<file path="config.mk">
export PLATFORM = sky130hd
export DESIGN_NAME = tea_block_cipher_whitened_unit_flat
export DESIGN_NICKNAME = d
export VERILOG_FILES = /design/src/hw/rtl/tea_pkg.sv /design/src/hw/rtl/tea_if.sv /design/src/hw/rtl/tea_block_cipher_whitened_unit.sv /design/src/hw/rtl/tea_ctrl.sv /design/src/hw/rtl/tea_dpath.sv /design/src/flat_wrapper.sv
export VERILOG_INCLUDE_DIRS = /design/src /design/src/hw/rtl
export SDC_FILE = /design/constraint.sdc
export NUM_CORES = 1
export LEC_CHECK = 0
export CAP_MARGIN = 10
export CORE_ASPECT_RATIO = 0.7
export CORE_MARGIN = 2
export CORE_UTILIZATION = 50
export CTS_BUF_LIST = sky130_fd_sc_hd__clkbuf_2
export DETAILED_ROUTE_END_ITERATION = 10
export DONT_BUFFER_PORTS = 1
export GPL_ROUTABILITY_DRIVEN = 0
export PLACE_DENSITY_LB_ADDON = 0.3
export SETUP_SLACK_MARGIN = 0.5
export SLEW_MARGIN = 30
export SYNTH_ARGS = -nofsm -noshare
export SYNTH_HDL_FRONTEND = slang
export SYNTH_HIERARCHICAL = 1
export SYNTH_SLANG_ARGS = --single-unit
</file>
<file path="constraint.sdc">
create_clock -name clock -period 9.5 [get_ports clock]
set_clock_uncertainty 0.15 [all_clocks]
set_input_delay 0.95 -clock clock [delete_from_list [all_inputs] [get_ports clock]]
set_output_delay 0.95 -clock clock [all_outputs]
set_load 0.05 [all_outputs]
</file>
<file path="src/hw/rtl/tea_block_cipher_whitened_unit_macros.svh">
// ----------------------------------------------------------------------------
// TEA whitened cipher unit - assertion macros
// Concurrent assertion wrappers, compiled out when NO_ASSERTIONS is defined.
// ----------------------------------------------------------------------------
`ifndef TEA_BLOCK_CIPHER_WHITENED_UNIT_MACROS_SVH
`define TEA_BLOCK_CIPHER_WHITENED_UNIT_MACROS_SVH

`ifndef NO_ASSERTIONS
`define TEA_ASSERT_IMPL(label, clk, rst, ante, cons) \
   label: assert property (@(posedge clk) disable iff (rst) (ante) |-> (cons)) \
      else $error("tea unit: same-cycle check failed");
`define TEA_ASSERT_NEXT(label, clk, rst, ante, cons) \
   label: assert property (@(posedge clk) disable iff (rst) (ante) |=> (cons)) \
      else $error("tea unit: next-cycle check failed");
`else
`define TEA_ASSERT_IMPL(label, clk, rst, ante, cons)
`define TEA_ASSERT_NEXT(label, clk, rst, ante, cons)
`endif

`endif

</file>
<file path="src/hw/rtl/tea_pkg.sv">
// ----------------------------------------------------------------------------
// TEA whitened cipher unit - package
// Shared constants, register indexes, operation codes and control types.
// ----------------------------------------------------------------------------
`default_nettype none

package tea_pkg;

   localparam int WORD_W      = 32;
   localparam int ROUND_W     = 8;
   localparam int CSR_INDEX_W = 3;

   localparam logic [WORD_W-1:0] TEA_DELTA     = 32'h9E37_79B9;
   localparam logic [WORD_W-1:0] TEA_NEG_DELTA = 32'h61C8_8647;

   localparam logic [ROUND_W-1:0] ROUND_TOTAL_RESET = 8'd32;

   typedef enum logic [CSR_INDEX_W-1:0] {
      CSR_KEY_WORD0       = 3'd0,
      CSR_KEY_WORD1       = 3'd1,
      CSR_KEY_WORD2       = 3'd2,
      CSR_KEY_WORD3       = 3'd3,
      CSR_ROUND_TOTAL     = 3'd4,
      CSR_ODD_BLOCK_COUNT = 3'd5
   } csr_index_type;

   typedef enum logic {
      OP_ENCRYPT = 1'b0,
      OP_DECRYPT = 1'b1
   } op_type;

   // controller to datapath
   typedef struct packed {
      logic load;
      logic step;
      logic phase;
      logic emit;
   } tea_cmd_type;

endpackage

`default_nettype wire

</file>
<file path="src/hw/rtl/tea_if.sv">
// ----------------------------------------------------------------------------
// TEA whitened cipher unit - channel interfaces
// Valid/ready request and response channels with their payloads.
// ----------------------------------------------------------------------------
`default_nettype none

interface tea_req_if
   import tea_pkg::*;
();
   logic              valid;
   logic              ready;
   logic              command;
   logic [WORD_W-1:0] left_in;
   logic [WORD_W-1:0] right_in;

   modport source (output valid, output command, output left_in, output right_in,
                   input ready);
   modport sink   (input valid, input command, input left_in, input right_in,
                   output ready);
endinterface

interface tea_rsp_if
   import tea_pkg::*;
();
   logic              valid;
   logic              ready;
   logic [WORD_W-1:0] left_out;
   logic [WORD_W-1:0] right_out;

   modport source (output valid, output left_out, output right_out, input ready);
   modport sink   (input valid, input left_out, input right_out, output ready);
endinterface

`default_nettype wire

</file>
<file path="src/hw/rtl/tea_block_cipher_whitened_unit.sv">
// One request is processed at a time; the next is accepted once the result
// has moved to the response register. The shared mix unit does half a TEA
// round per cycle. With zero rounds the controller skips the run state.
// A request is taken while the previous response still waits in its register.
// Reset (synchronous): keys and whitening select to 0, round_total to 32.
// ----------------------------------------------------------------------------
// TEA whitened cipher unit - top level
// Register file, controller and datapath of the whitened TEA engine.
// ----------------------------------------------------------------------------
`default_nettype none
`include "tea_block_cipher_whitened_unit_macros.svh"

module tea_block_cipher_whitened_unit
   import tea_pkg::*;
(
   input  wire logic                   clock,
   input  wire logic                   reset,
   tea_req_if.sink                     req_chan,
   tea_rsp_if.source                   rsp_chan,
   input  wire logic                   csr_write_en,
   input  wire logic [CSR_INDEX_W-1:0] csr_index,
   input  wire logic [WORD_W-1:0]      csr_wdata
);

   logic [WORD_W-1:0]  key_word0_ff, key_word1_ff, key_word2_ff, key_word3_ff;
   logic [ROUND_W-1:0] round_total_ff;
   logic               odd_block_count_ff;
   logic [WORD_W-1:0]  white_word0;
   logic [WORD_W-1:0]  white_word1;
   tea_cmd_type        cmd;

   always_ff @(posedge clock) begin
      if (reset) begin
         key_word0_ff       <= '0;
         key_word1_ff       <= '0;
         key_word2_ff       <= '0;
         key_word3_ff       <= '0;
         round_total_ff     <= ROUND_TOTAL_RESET;
         odd_block_count_ff <= 1'b0;
      end else if (csr_write_en) begin
         unique case (csr_index_type'(csr_index))
            CSR_KEY_WORD0:       key_word0_ff       <= csr_wdata;
            CSR_KEY_WORD1:       key_word1_ff       <= csr_wdata;
            CSR_KEY_WORD2:       key_word2_ff       <= csr_wdata;
            CSR_KEY_WORD3:       key_word3_ff       <= csr_wdata;
            CSR_ROUND_TOTAL:     round_total_ff     <= csr_wdata[ROUND_W-1:0];
            CSR_ODD_BLOCK_COUNT: odd_block_count_ff <= csr_wdata[0];
            default: ;
         endcase
      end
   end

   assign white_word0 = odd_block_count_ff ? key_word2_ff : key_word0_ff;
   assign white_word1 = odd_block_count_ff ? key_word3_ff : key_word1_ff;

   tea_ctrl u_ctrl (
      .clock       (clock),
      .reset       (reset),
      .req_valid   (req_chan.valid),
      .req_ready   (req_chan.ready),
      .rsp_valid   (rsp_chan.valid),
      .rsp_ready   (rsp_chan.ready),
      .round_total (round_total_ff),
      .cmd         (cmd)
   );

   tea_dpath u_dpath (
      .clock       (clock),
      .cmd         (cmd),
      .command     (req_chan.command),
      .left_in     (req_chan.left_in),
      .right_in    (req_chan.right_in),
      .key_word0   (key_word0_ff),
      .key_word1   (key_word1_ff),
      .key_word2   (key_word2_ff),
      .key_word3   (key_word3_ff),
      .white_word0 (white_word0),
      .white_word1 (white_word1),
      .round_total (round_total_ff),
      .left_out    (rsp_chan.left_out),
      .right_out   (rsp_chan.right_out)
   );

   `TEA_ASSERT_NEXT(a_accept_then_busy, clock, reset, req_chan.valid && req_chan.ready, !req_chan.ready)
   `TEA_ASSERT_IMPL(a_emit_into_free_slot, clock, reset, cmd.emit, !rsp_chan.valid || rsp_chan.ready)
   `TEA_ASSERT_NEXT(a_emit_shows_result, clock, reset, cmd.emit, rsp_chan.valid)
   `TEA_ASSERT_IMPL(a_single_command, clock, reset, cmd.load, !cmd.step && !cmd.emit)

endmodule

`default_nettype wire

</file>
<file path="src/hw/rtl/tea_ctrl.sv">
// ----------------------------------------------------------------------------
// TEA whitened cipher unit - controller
// Sequences load, half-round steps and result hand-off; owns the round count.
// ----------------------------------------------------------------------------
`default_nettype none

module tea_ctrl
   import tea_pkg::*;
(
   input  wire logic               clock,
   input  wire logic               reset,
   input  wire logic               req_valid,
   output      logic               req_ready,
   output      logic               rsp_valid,
   input  wire logic               rsp_ready,
   input  wire logic [ROUND_W-1:0] round_total,
   output      tea_cmd_type        cmd
);

   typedef enum logic [2:0] {
      ST_IDLE = 3'b001,
      ST_RUN  = 3'b010,
      ST_DONE = 3'b100
   } state_type;

   state_type          state_ff,     state_in;
   logic [ROUND_W-1:0] count_ff,     count_in;
   logic               phase_ff,     phase_in;
   logic               rsp_valid_ff, rsp_valid_in;

   always_comb begin
      state_in  = state_ff;
      count_in  = count_ff;
      phase_in  = phase_ff;
      req_ready = 1'b0;
      cmd       = '0;
      cmd.phase = phase_ff;
      unique case (state_ff)
         ST_IDLE: begin
            req_ready = 1'b1;
            if (req_valid) begin
               cmd.load = 1'b1;
               count_in = round_total;
               phase_in = 1'b0;
               state_in = (round_total == '0) ? ST_DONE : ST_RUN;
            end
         end
         ST_RUN: begin
            cmd.step = 1'b1;
            phase_in = ~phase_ff;
            if (phase_ff) begin
               count_in = count_ff - 1'b1;
               if (count_ff == ROUND_W'(1)) begin
                  state_in = ST_DONE;
               end
            end
         end
         ST_DONE: begin
            if (!rsp_valid_ff || rsp_ready) begin
               cmd.emit = 1'b1;
               state_in = ST_IDLE;
            end
         end
         default: begin
            state_in = ST_IDLE;
         end
      endcase
   end

   always_comb begin
      if (cmd.emit) begin
         rsp_valid_in = 1'b1;
      end else if (rsp_ready) begin
         rsp_valid_in = 1'b0;
      end else begin
         rsp_valid_in = rsp_valid_ff;
      end
   end

   always_ff @(posedge clock) begin
      if (reset) begin
         state_ff     <= ST_IDLE;
         count_ff     <= '0;
         phase_ff     <= 1'b0;
         rsp_valid_ff <= 1'b0;
      end else begin
         state_ff     <= state_in;
         count_ff     <= count_in;
         phase_ff     <= phase_in;
         rsp_valid_ff <= rsp_valid_in;
      end
   end

   assign rsp_valid = rsp_valid_ff;

endmodule

`default_nettype wire

</file>
<file path="src/hw/rtl/tea_dpath.sv">
// ----------------------------------------------------------------------------
// TEA whitened cipher unit - datapath
// Block words, round sum, one shared mix unit (half a round per step) and
// the output register with whitening.
// ----------------------------------------------------------------------------
`default_nettype none

module tea_dpath
   import tea_pkg::*;
(
   input  wire logic               clock,
   input  wire tea_cmd_type        cmd,
   input  wire logic               command,
   input  wire logic [WORD_W-1:0]  left_in,
   input  wire logic [WORD_W-1:0]  right_in,
   input  wire logic [WORD_W-1:0]  key_word0,
   input  wire logic [WORD_W-1:0]  key_word1,
   input  wire logic [WORD_W-1:0]  key_word2,
   input  wire logic [WORD_W-1:0]  key_word3,
   input  wire logic [WORD_W-1:0]  white_word0,
   input  wire logic [WORD_W-1:0]  white_word1,
   input  wire logic [ROUND_W-1:0] round_total,
   output      logic [WORD_W-1:0]  left_out,
   output      logic [WORD_W-1:0]  right_out
);

   logic [WORD_W-1:0] v0_ff,    v0_in;
   logic [WORD_W-1:0] v1_ff,    v1_in;
   logic [WORD_W-1:0] sum_ff,   sum_in;
   logic              dec_ff,   dec_in;
   logic              whiten_ff, whiten_in;
   logic [WORD_W-1:0] left_out_ff,  left_out_in;
   logic [WORD_W-1:0] right_out_ff, right_out_in;

   logic              rounds_on;
   logic              load_dec;
   logic              upper;
   logic [WORD_W-1:0] src;
   logic [WORD_W-1:0] key_a;
   logic [WORD_W-1:0] key_b;
   logic [WORD_W-1:0] target;
   logic [WORD_W-1:0] mix;
   logic [WORD_W-1:0] updated;

   assign rounds_on = (round_total != '0);
   assign load_dec  = (op_type'(command) == OP_DECRYPT);

   // upper half: v1 updated from v0 with key words 2 and 3
   assign upper  = cmd.phase ^ dec_ff;
   assign src    = upper ? v0_ff : v1_ff;
   assign target = upper ? v1_ff : v0_ff;
   assign key_a  = upper ? key_word2 : key_word0;
   assign key_b  = upper ? key_word3 : key_word1;
   assign mix    = ((src << 4) + key_a) ^ (src + sum_ff) ^ ((src >> 5) + key_b);
   assign updated = dec_ff ? (target - mix) : (target + mix);

   always_comb begin
      v0_in        = v0_ff;
      v1_in        = v1_ff;
      sum_in       = sum_ff;
      dec_in       = dec_ff;
      whiten_in    = whiten_ff;
      left_out_in  = left_out_ff;
      right_out_in = right_out_ff;
      if (cmd.load) begin
         dec_in    = load_dec;
         whiten_in = !load_dec && rounds_on;
         if (load_dec && rounds_on) begin
            v0_in = left_in ^ white_word0;
            v1_in = right_in ^ white_word1;
         end else begin
            v0_in = left_in;
            v1_in = right_in;
         end
         sum_in = load_dec ? WORD_W'(TEA_DELTA * WORD_W'(round_total)) : TEA_DELTA;
      end
      if (cmd.step) begin
         if (upper) begin
            v1_in = updated;
         end else begin
            v0_in = updated;
         end
         if (cmd.phase) begin
            sum_in = sum_ff + (dec_ff ? TEA_NEG_DELTA : TEA_DELTA);
         end
      end
      if (cmd.emit) begin
         left_out_in  = whiten_ff ? (v0_ff ^ white_word0) : v0_ff;
         right_out_in = whiten_ff ? (v1_ff ^ white_word1) : v1_ff;
      end
   end

   always_ff @(posedge clock) begin
      v0_ff        <= v0_in;
      v1_ff        <= v1_in;
      sum_ff       <= sum_in;
      dec_ff       <= dec_in;
      whiten_ff    <= whiten_in;
      left_out_ff  <= left_out_in;
      right_out_ff <= right_out_in;
   end

   assign left_out  = left_out_ff;
   assign right_out = right_out_ff;

endmodule

`default_nettype wire

</file>
<file path="src/flat_wrapper.sv">
// flat-port wrapper written by rule: the top's interface ports become plain ports
module tea_block_cipher_whitened_unit_flat import tea_pkg::*;
  (clock, reset, csr_write_en, csr_index, csr_wdata, req_chan_valid, req_chan_command, req_chan_left_in, req_chan_right_in, req_chan_ready, rsp_chan_valid, rsp_chan_left_out, rsp_chan_right_out, rsp_chan_ready);
  tea_req_if req_chan_i ();
  tea_rsp_if rsp_chan_i ();
  input  wire logic clock;
  input  wire logic reset;
  input  wire logic csr_write_en;
  input  wire logic [CSR_INDEX_W-1:0] csr_index;
  input  wire logic [WORD_W-1:0] csr_wdata;
  input wire logic [$bits(req_chan_i.valid)-1:0] req_chan_valid;
  input wire logic [$bits(req_chan_i.command)-1:0] req_chan_command;
  input wire logic [$bits(req_chan_i.left_in)-1:0] req_chan_left_in;
  input wire logic [$bits(req_chan_i.right_in)-1:0] req_chan_right_in;
  output wire logic [$bits(req_chan_i.ready)-1:0] req_chan_ready;
  output wire logic [$bits(rsp_chan_i.valid)-1:0] rsp_chan_valid;
  output wire logic [$bits(rsp_chan_i.left_out)-1:0] rsp_chan_left_out;
  output wire logic [$bits(rsp_chan_i.right_out)-1:0] rsp_chan_right_out;
  input wire logic [$bits(rsp_chan_i.ready)-1:0] rsp_chan_ready;
  assign req_chan_i.valid = req_chan_valid;
  assign req_chan_i.command = req_chan_command;
  assign req_chan_i.left_in = req_chan_left_in;
  assign req_chan_i.right_in = req_chan_right_in;
  assign req_chan_ready = req_chan_i.ready;
  assign rsp_chan_valid = rsp_chan_i.valid;
  assign rsp_chan_left_out = rsp_chan_i.left_out;
  assign rsp_chan_right_out = rsp_chan_i.right_out;
  assign rsp_chan_i.ready = rsp_chan_ready;
  tea_block_cipher_whitened_unit u_core (.clock(clock), .reset(reset), .req_chan(req_chan_i), .rsp_chan(rsp_chan_i), .csr_write_en(csr_write_en), .csr_index(csr_index), .csr_wdata(csr_wdata));
endmodule
</file>
After elaboration in Yosys (flattened, before gate mapping)
Index checks and enable logic that the tools add are counted.
{"block": "totals", "input_bits": 105, "reg_bits": 312, "word_cells": 106, "out_inout_bits": 66}
{"block": "classes", "bitwise": 8, "n_addsub": 7, "multipliers": 1, "muxes": 41, "eq_ne": 13, "n_reduce_logical": 19}
{"cell": "32-bit two-way mux", "n": 22}
{"cell": "32-bit bitwise XOR", "n": 6}
{"cell": "32-bit adder", "n": 4}
{"cell": "27-bit by 32-bit adder with 32-bit output", "n": 1}
{"cell": "32-bit by 8-bit multiplier with 32-bit output (first input constant)", "n": 1}
{"cell": "32-bit subtractor", "n": 1}
{"cell": "8-bit two-way mux", "n": 2}
{"cell": "8-bit case mux with 2 select lines", "n": 1}
{"cell": "3-bit two-way mux", "n": 5}
{"cell": "2-bit AND reduction", "n": 7}
{"cell": "3-bit by 2-bit equality test with 1-bit output (second input constant)", "n": 3}
{"cell": "3-bit equality test (second input constant)", "n": 3}
{"cell": "1-bit two-way mux", "n": 9}
{"cell": "3-bit case mux with 3 select lines", "n": 1}
{"cell": "8-bit by 1-bit equality test with 1-bit output (second input constant)", "n": 1}
{"cell": "8-bit zero test", "n": 1}
{"cell": "2-bit != test (second input constant)", "n": 4}
{"cell": "8-bit nonzero test", "n": 1}
{"cell": "8-bit by 1-bit subtractor with 8-bit output (second input constant)", "n": 1}
{"cell": "3-bit by 1-bit equality test with 1-bit output (second input constant)", "n": 2}
{"cell": "4-bit AND reduction", "n": 1}
{"cell": "2-bit nonzero test", "n": 2}
{"cell": "3-bit zero test", "n": 1}
{"cell": "3-bit AND reduction", "n": 1}
{"cell": "other kinds (6)", "n": 8}

Logic depth before layout (Yosys ltp)
{"block": "logic_depth", "depth_word": 9, "ltp_mapped": 34}

Hierarchy
The synthesis kept the hierarchy.
{"module": "tea_dpath", "n_inst": 1, "area_each_um2": 20589.7, "cells_each": 2668, "seq_area_each_um2": 3903.7}
{"module": "tea_block_cipher_whitened_unit", "n_inst": 1, "area_each_um2": 6167.2, "cells_each": 558, "seq_area_each_um2": 2742.6}
{"module": "tea_ctrl", "n_inst": 1, "area_each_um2": 823.3, "cells_each": 107, "seq_area_each_um2": 260.2}

Least setup slack after synthesis
OpenSTA, ideal clock, no wires.
{"block": "synth_path", "path_kind": "register -> register", "start": "register u_core.u_dpath.dec_ff", "end": "register u_core.u_dpath.v1_ff[31]", "path_stages_with_launch": 32, "arrival_time_ns": 7.681, "slack_ns": 1.586, "t_required_ns": 9.267, "path_cell_list": "edfxtp_1 buf_6 xnor2_1 clkbuf_1 clkbuf_1 clkbuf_1 nand2_1 nand2_1 ha_1 a2111oi_0 o21ai_1 and2_1 or3_1 a41oi_1 xnor3_2 xor2_2 o2111ai_1 or4b_4 nor2b_1 a31oi_1 xnor2_1 ha_1 clkbuf_1 a21oi_1 nor2b_1 o21ai_0 nand2b_1 a2111o_1 a21boi_0 nand2b_1 or4b_1 o221ai_1"}
{"block": "synth_via", "elab_chain_cells": 9, "word_cells_on_any_way": 15}
{"element": "start: declaration", "line_no": "tea_dpath.sv:30", "text": "logic dec_ff, dec_in;"}
{"element": "start signal: assignment", "line_no": "tea_dpath.sv:97", "text": "dec_ff <= dec_in;"}
{"element": "1-bit bitwise XOR", "line_no": "tea_dpath.sv:49", "text": "assign upper = cmd.phase ^ dec_ff;"}
{"element": "32-bit two-way mux, on equally long branches", "line_no": "tea_dpath.sv:52, tea_dpath.sv:50"}
{"element": "32-bit adder", "line_no": "tea_dpath.sv:54", "text": "assign mix = ((src << 4) + key_a) ^ (src + sum_ff) ^ ((src >> 5) + key_b);"}
{"element": "32-bit bitwise XOR (2 in series)", "line_no": "tea_dpath.sv:54"}
{"element": "32-bit adder / 32-bit subtractor (equally long branches)", "line_no": "tea_dpath.sv:55", "text": "assign updated = dec_ff ? (target - mix) : (target + mix);"}
{"element": "32-bit two-way mux", "line_no": "tea_dpath.sv:55"}
{"element": "32-bit two-way mux (*)", "line_no": "tea_dpath.sv:78", "text": "if (upper) begin"}
{"element": "32-bit two-way mux (*)", "line_no": "tea_dpath.sv:77", "text": "if (cmd.step) begin"}
{"element": "net u_core.u_dpath.v1_in[31]", "line_no": "tea_dpath.sv:28", "text": "logic [WORD_W-1:0] v1_ff, v1_in;"}
{"element": "end signal: assignment", "line_no": "tea_dpath.sv:95", "text": "v1_ff <= v1_in;"}
{"element": "end: declaration", "line_no": "tea_dpath.sv:28"}
Mark *: on every way through the listed nets, which the timed path passes. The rest lies on a longest branch.
A chain may end at the register's enable or synchronous reset.

Worst setup path after layout
{"block": "layout_path", "start": "register u_core.u_ctrl.phase_ff", "end": "register u_core.u_dpath.v1_ff[31]"}
{"block": "layout_via", "elab_chain_cells": 9, "word_cells_on_any_way": 15}
{"element": "start: declaration", "line_no": "tea_ctrl.sv:28", "text": "logic phase_ff, phase_in;"}
{"element": "start signal: assignment", "line_no": "tea_ctrl.sv:89", "text": "phase_ff <= phase_in;"}
{"element": "1-bit bitwise XOR (*)", "line_no": "tea_dpath.sv:49"}
{"element": "32-bit two-way mux, on equally long branches", "line_no": "tea_dpath.sv:52, tea_dpath.sv:50"}
{"element": "32-bit adder", "line_no": "tea_dpath.sv:54"}
{"element": "32-bit bitwise XOR (2 in series)", "line_no": "tea_dpath.sv:54"}
{"element": "32-bit adder / 32-bit subtractor (equally long branches)", "line_no": "tea_dpath.sv:55"}
{"element": "32-bit two-way mux", "line_no": "tea_dpath.sv:55"}
{"element": "32-bit two-way mux (*)", "line_no": "tea_dpath.sv:78"}
{"element": "32-bit two-way mux (*)", "line_no": "tea_dpath.sv:77"}
{"element": "net u_core.u_dpath.v1_in[31]", "line_no": "tea_dpath.sv:28"}
Marked as above.

==> flow_metrics.py <==
metrics = {
    "drt": {
        "firstDrtPassIters": 6,
        "drt-initial-drc-count": 2348,
        "detail-route-antenna-nets": 0,
        "wl_um": 84800,
        "vias_per_cell": 5.77,
        "drc": 0,
        "vias": 24000,
        "wl_per_cell_um": 20.4,
    },
    "synth": {
        "synth_seq_area_share": 0.250,
        "synth_edf_count": 66,
        "yosysMostFrequentCell": "nand2_1",
        "synth_largest_area_cell": "dfxtp_1",
        "synth_area_mm2": 0.0276,
        "ys_ff_latch": 312,
        "syn-num-nets": 3725,
        "yosysWarnings": 6,
        "synth.top_cell.area_share": 0.179,
        "synth_flop_cell": "dfxtp_1",
        "netlist_top_cells_area": "dfxtp_1 18%, ha_1 10%, nand2_1 8.7%",
        "synthArstFlopShare": 0,
        "postSynthCellCount": 3333,
        "avgSynthCellArea_um2": 8.27,
        "synth_commonest_cells": "637 x nand2_1, 246 x dfxtp_1, 238 x xnor2_1",
        "synth.distinct_cells": 89,
    },
    "cells_and_area": {
        "nFillCells": 5035,
        "area_delta_synth_final_pct": 7.54,
        "multi_input_area_mm2": 0.0197,
        "utilization": 0.548,
        "register_area_mm2": 0.00691,
        "final_cells": 4165,
        "num-nets-final": 3762,
        "design_area_mm2": 0.0297,
        "drive_gt1_frac": 0.0766,
    },
    "timing": {
        "fin_crit_sh": 0.885,
        "period_minus_slack_ns": 8.40,
        "slew_violations": 0,
        "timing.fmax_ghz": 0.119,
        "hold_viol": 0,
        "tns_ns": 0,
        "finalSetupViolations": 0,
        "relSlewSlack": 0.349,
        "rsz0062_at_grt": "false",
        "tightest_slew_ns": 0.976,
    },
    "worst_hold_path": {
        "min-delay-start": "reset",
        "hold_end": "u_core/u_ctrl/phase_ff$_SDFFE_PP0P_",
        "holdPathStages": 2,
        "hold_class": "input port to flop",
    },
    "worst_setup_path": {
        "cp-start-kind": "flop",
        "cp.arrival_ns": 9.20,
        "timing.rr.end": "u_core/u_dpath/v1_ff[31]$_DFF_P_",
        "cp.required_ns": 10.30,
        "cpPeakStageDelay_ns": 0.58,
        "slowest_stage": "dfxtp_2",
        "reg2regPathDepth": 29,
        "cp-startpoint": "u_core/u_ctrl/phase_ff$_SDFFE_PP0P_",
        "path_class": "flop to flop",
        "rr_startpoint": "u_core/u_ctrl/phase_ff$_SDFFE_PP0P_",
        "cp_max_fo": 30,
        "path_common_cell": "nand2_1",
        "end_kind": "flop",
        "reg2reg_slack_ns": 1.10,
    },
    "global_routing": {
        "grt_max_degree": 158,
        "grt_pass1_wl_um": 130000,
        "gr-usage-all-layers": 0.289,
        "grt-ovfl-total": 0,
        "antenna_found_initial": 4,
        "grt_pass1_vias": 22400,
    },
    "clocking": {
        "ctsRootBufferMaster": "clkbuf_2",
        "htreeDepth": 3,
        "worstSkewPairLatency_ns": 1.08,
        "numClockSinks": 312,
        "cts_tree": "done",
        "cts_buffers": 80,
        "clk_pin_slew_ns": 0.11,
        "cts_buffer_depth": 3,
    },
    "power": {
        "power.total_w": 0.00955,
        "ir_worst_vdd_v": 0.000308,
        "power.density_mw_per_mm2": 322,
        "leakage_nw": 13.4,
    },
    "run_status": {
        "status": "completed",
    },
    "floorplan": {
        "num_io_pins": 171,
        "die_h_um": 201,
        "fp.dieArea_mm2": 0.0571,
        "die_x_um": 285,
        "rows": 71,
        "core-area_mm2": 0.0541,
        "start_util": 0.510,
    },
    "placed_design": {
        "portBuffers": 0,
        "place_inst": 3946,
        "place_area_mm2": 0.0282,
        "hpwl_um": 61700,
    },
    "flow_run": {
        "maxCapViolCount": 0,
    },
}
[metrics by stage]
step | setup slack, ns | hold slack [ns]
floorplan | 1.59 | 0.304
global placement | 1.31 | 0.311
detailed placement | 1.23 | 0.312
CTS | 1.13 | 0.00783
global route | 0.515 | 0.00655
finish | 1.10 | 0.0721
[registers in the layout (all words and copies together), names as in the netlist, 3 cells and up]
name and flops:
u_core/key_word0_ff 32, u_core/key_word1_ff 32, u_core/key_word2_ff 32, u_core/key_word3_ff 32, u_core/u_dpath/left_out 32, u_core/u_dpath/right_out 32, u_core/u_dpath/sum_ff 32, u_core/u_dpath/v0_ff 32
u_core/u_dpath/v1_ff 32, u_core/round_total_ff 8, u_core/u_ctrl/count_ff 8, u_core/u_ctrl/state_ff 3
[power breakdown]
part / switching (W) / internal, W / leakage, nW
Sequential: 0.000240 / 0.00154 / 2.61
Clock: 0.000622 / 0.000358 / 0.562
Combinational: 0.00404 / 0.00275 / 10.2
[what timing repair did]
item,4_1_cts,5_1_grt
setup endpoints to repair,0,2
buffers inserted,0,3
hold buffers,68,0
hold endpoints to repair,188,0
gates resized for setup,0,2
[how the worst max path moves through the flow]
| stage | end | slack, ns | depth (start not counted) |
|---|---|---|---|
| finish | u_core/u_dpath/v1_ff[31]$_DFF_P_ | 1.10 | 29 |
| global route | u_core/u_dpath/v1_ff[31]$_DFF_P_ | 0.52 | 27 |
| CTS | u_core/u_dpath/v1_ff[31]$_DFF_P_ | 1.13 | 28 |
| detailed placement | u_core/u_dpath/v1_ff[31]$_DFF_P_ | 1.23 | 28 |
| global placement | u_core/u_dpath/v1_ff[31]$_DFF_P_ | 1.31 | 29 |
| floorplan | u_core/u_dpath/v1_ff[31]$_DFF_P_ | 1.59 | 31 |
[critical path: cells and delay by family (launching register included)]
family | cells | cell delay [ns]
adder cells (fa/ha/maj) | 2 | 0.75
XOR/XNOR | 4 | 0.82
AO/OA/AOI/OAI | 11 | 3.26
flip-flops | 1 | 0.58
AND/OR/NAND/NOR | 10 | 2.09
buffers and inverters | 2 | 0.58
[per-layer routing]
| layer | vias up | wire [um] | GRT usage |
|---|---|---|---|
| met5 | - | 26 | 0 |
| met4 | 4 | 2910 | 0.101 |
| met3 | 181 | 7480 | 0.0751 |
| met2 | 1007 | 35500 | 0.427 |
| met1 | 11200 | 38900 | 0.405 |
| li1 | 11600 | - | - |
[area by class of cell]
cell class | instances | share of cell area
antenna | 2 | 0.000169
clock buffer | 114 | 0.0192
clock inverter | 31 | 0.00595
inverter | 136 | 0.0173
multi-input combinational | 2745 | 0.663
sequential | 312 | 0.233
tap | 730 | 0.0308
timing repair buffer | 95 | 0.0302
[cells in the final DEF, fill, tap and decap left out, types with 15 or more instances in the layout]
cell type	n
clkbuf_2	114
a21oi_1	209
fa_1	67
o21ai_0	158
o21a_1	19
clkinv_1	15
nand2_1	637
a31oi_1	33
nor3_1	17
xnor2_1	237
nand3_1	36
edfxtp_1	66
o221ai_1	23
xor2_1	123
a211oi_1	24
nor2_1	154
a21o_1	80
buf_4	27
dfxtp_1	244
mux2_2	64
and3_1	25
mux2i_1	150
nand2b_1	197
inv_1	134
nor2b_1	25
dlygate4sd3_1	66
o211ai_1	24
ha_1	220
[cell families after synthesis]
family	synth area share
XOR/XNOR	0.124
multiplexers	0.0806
adder cells (fa/ha/maj)	0.148
AND/OR/NAND/NOR	0.199
AO/OA/AOI/OAI	0.158
buffers and inverters	0.0400
flip-flops	0.250
Note: power is estimated with default switching activity, not from simulation.
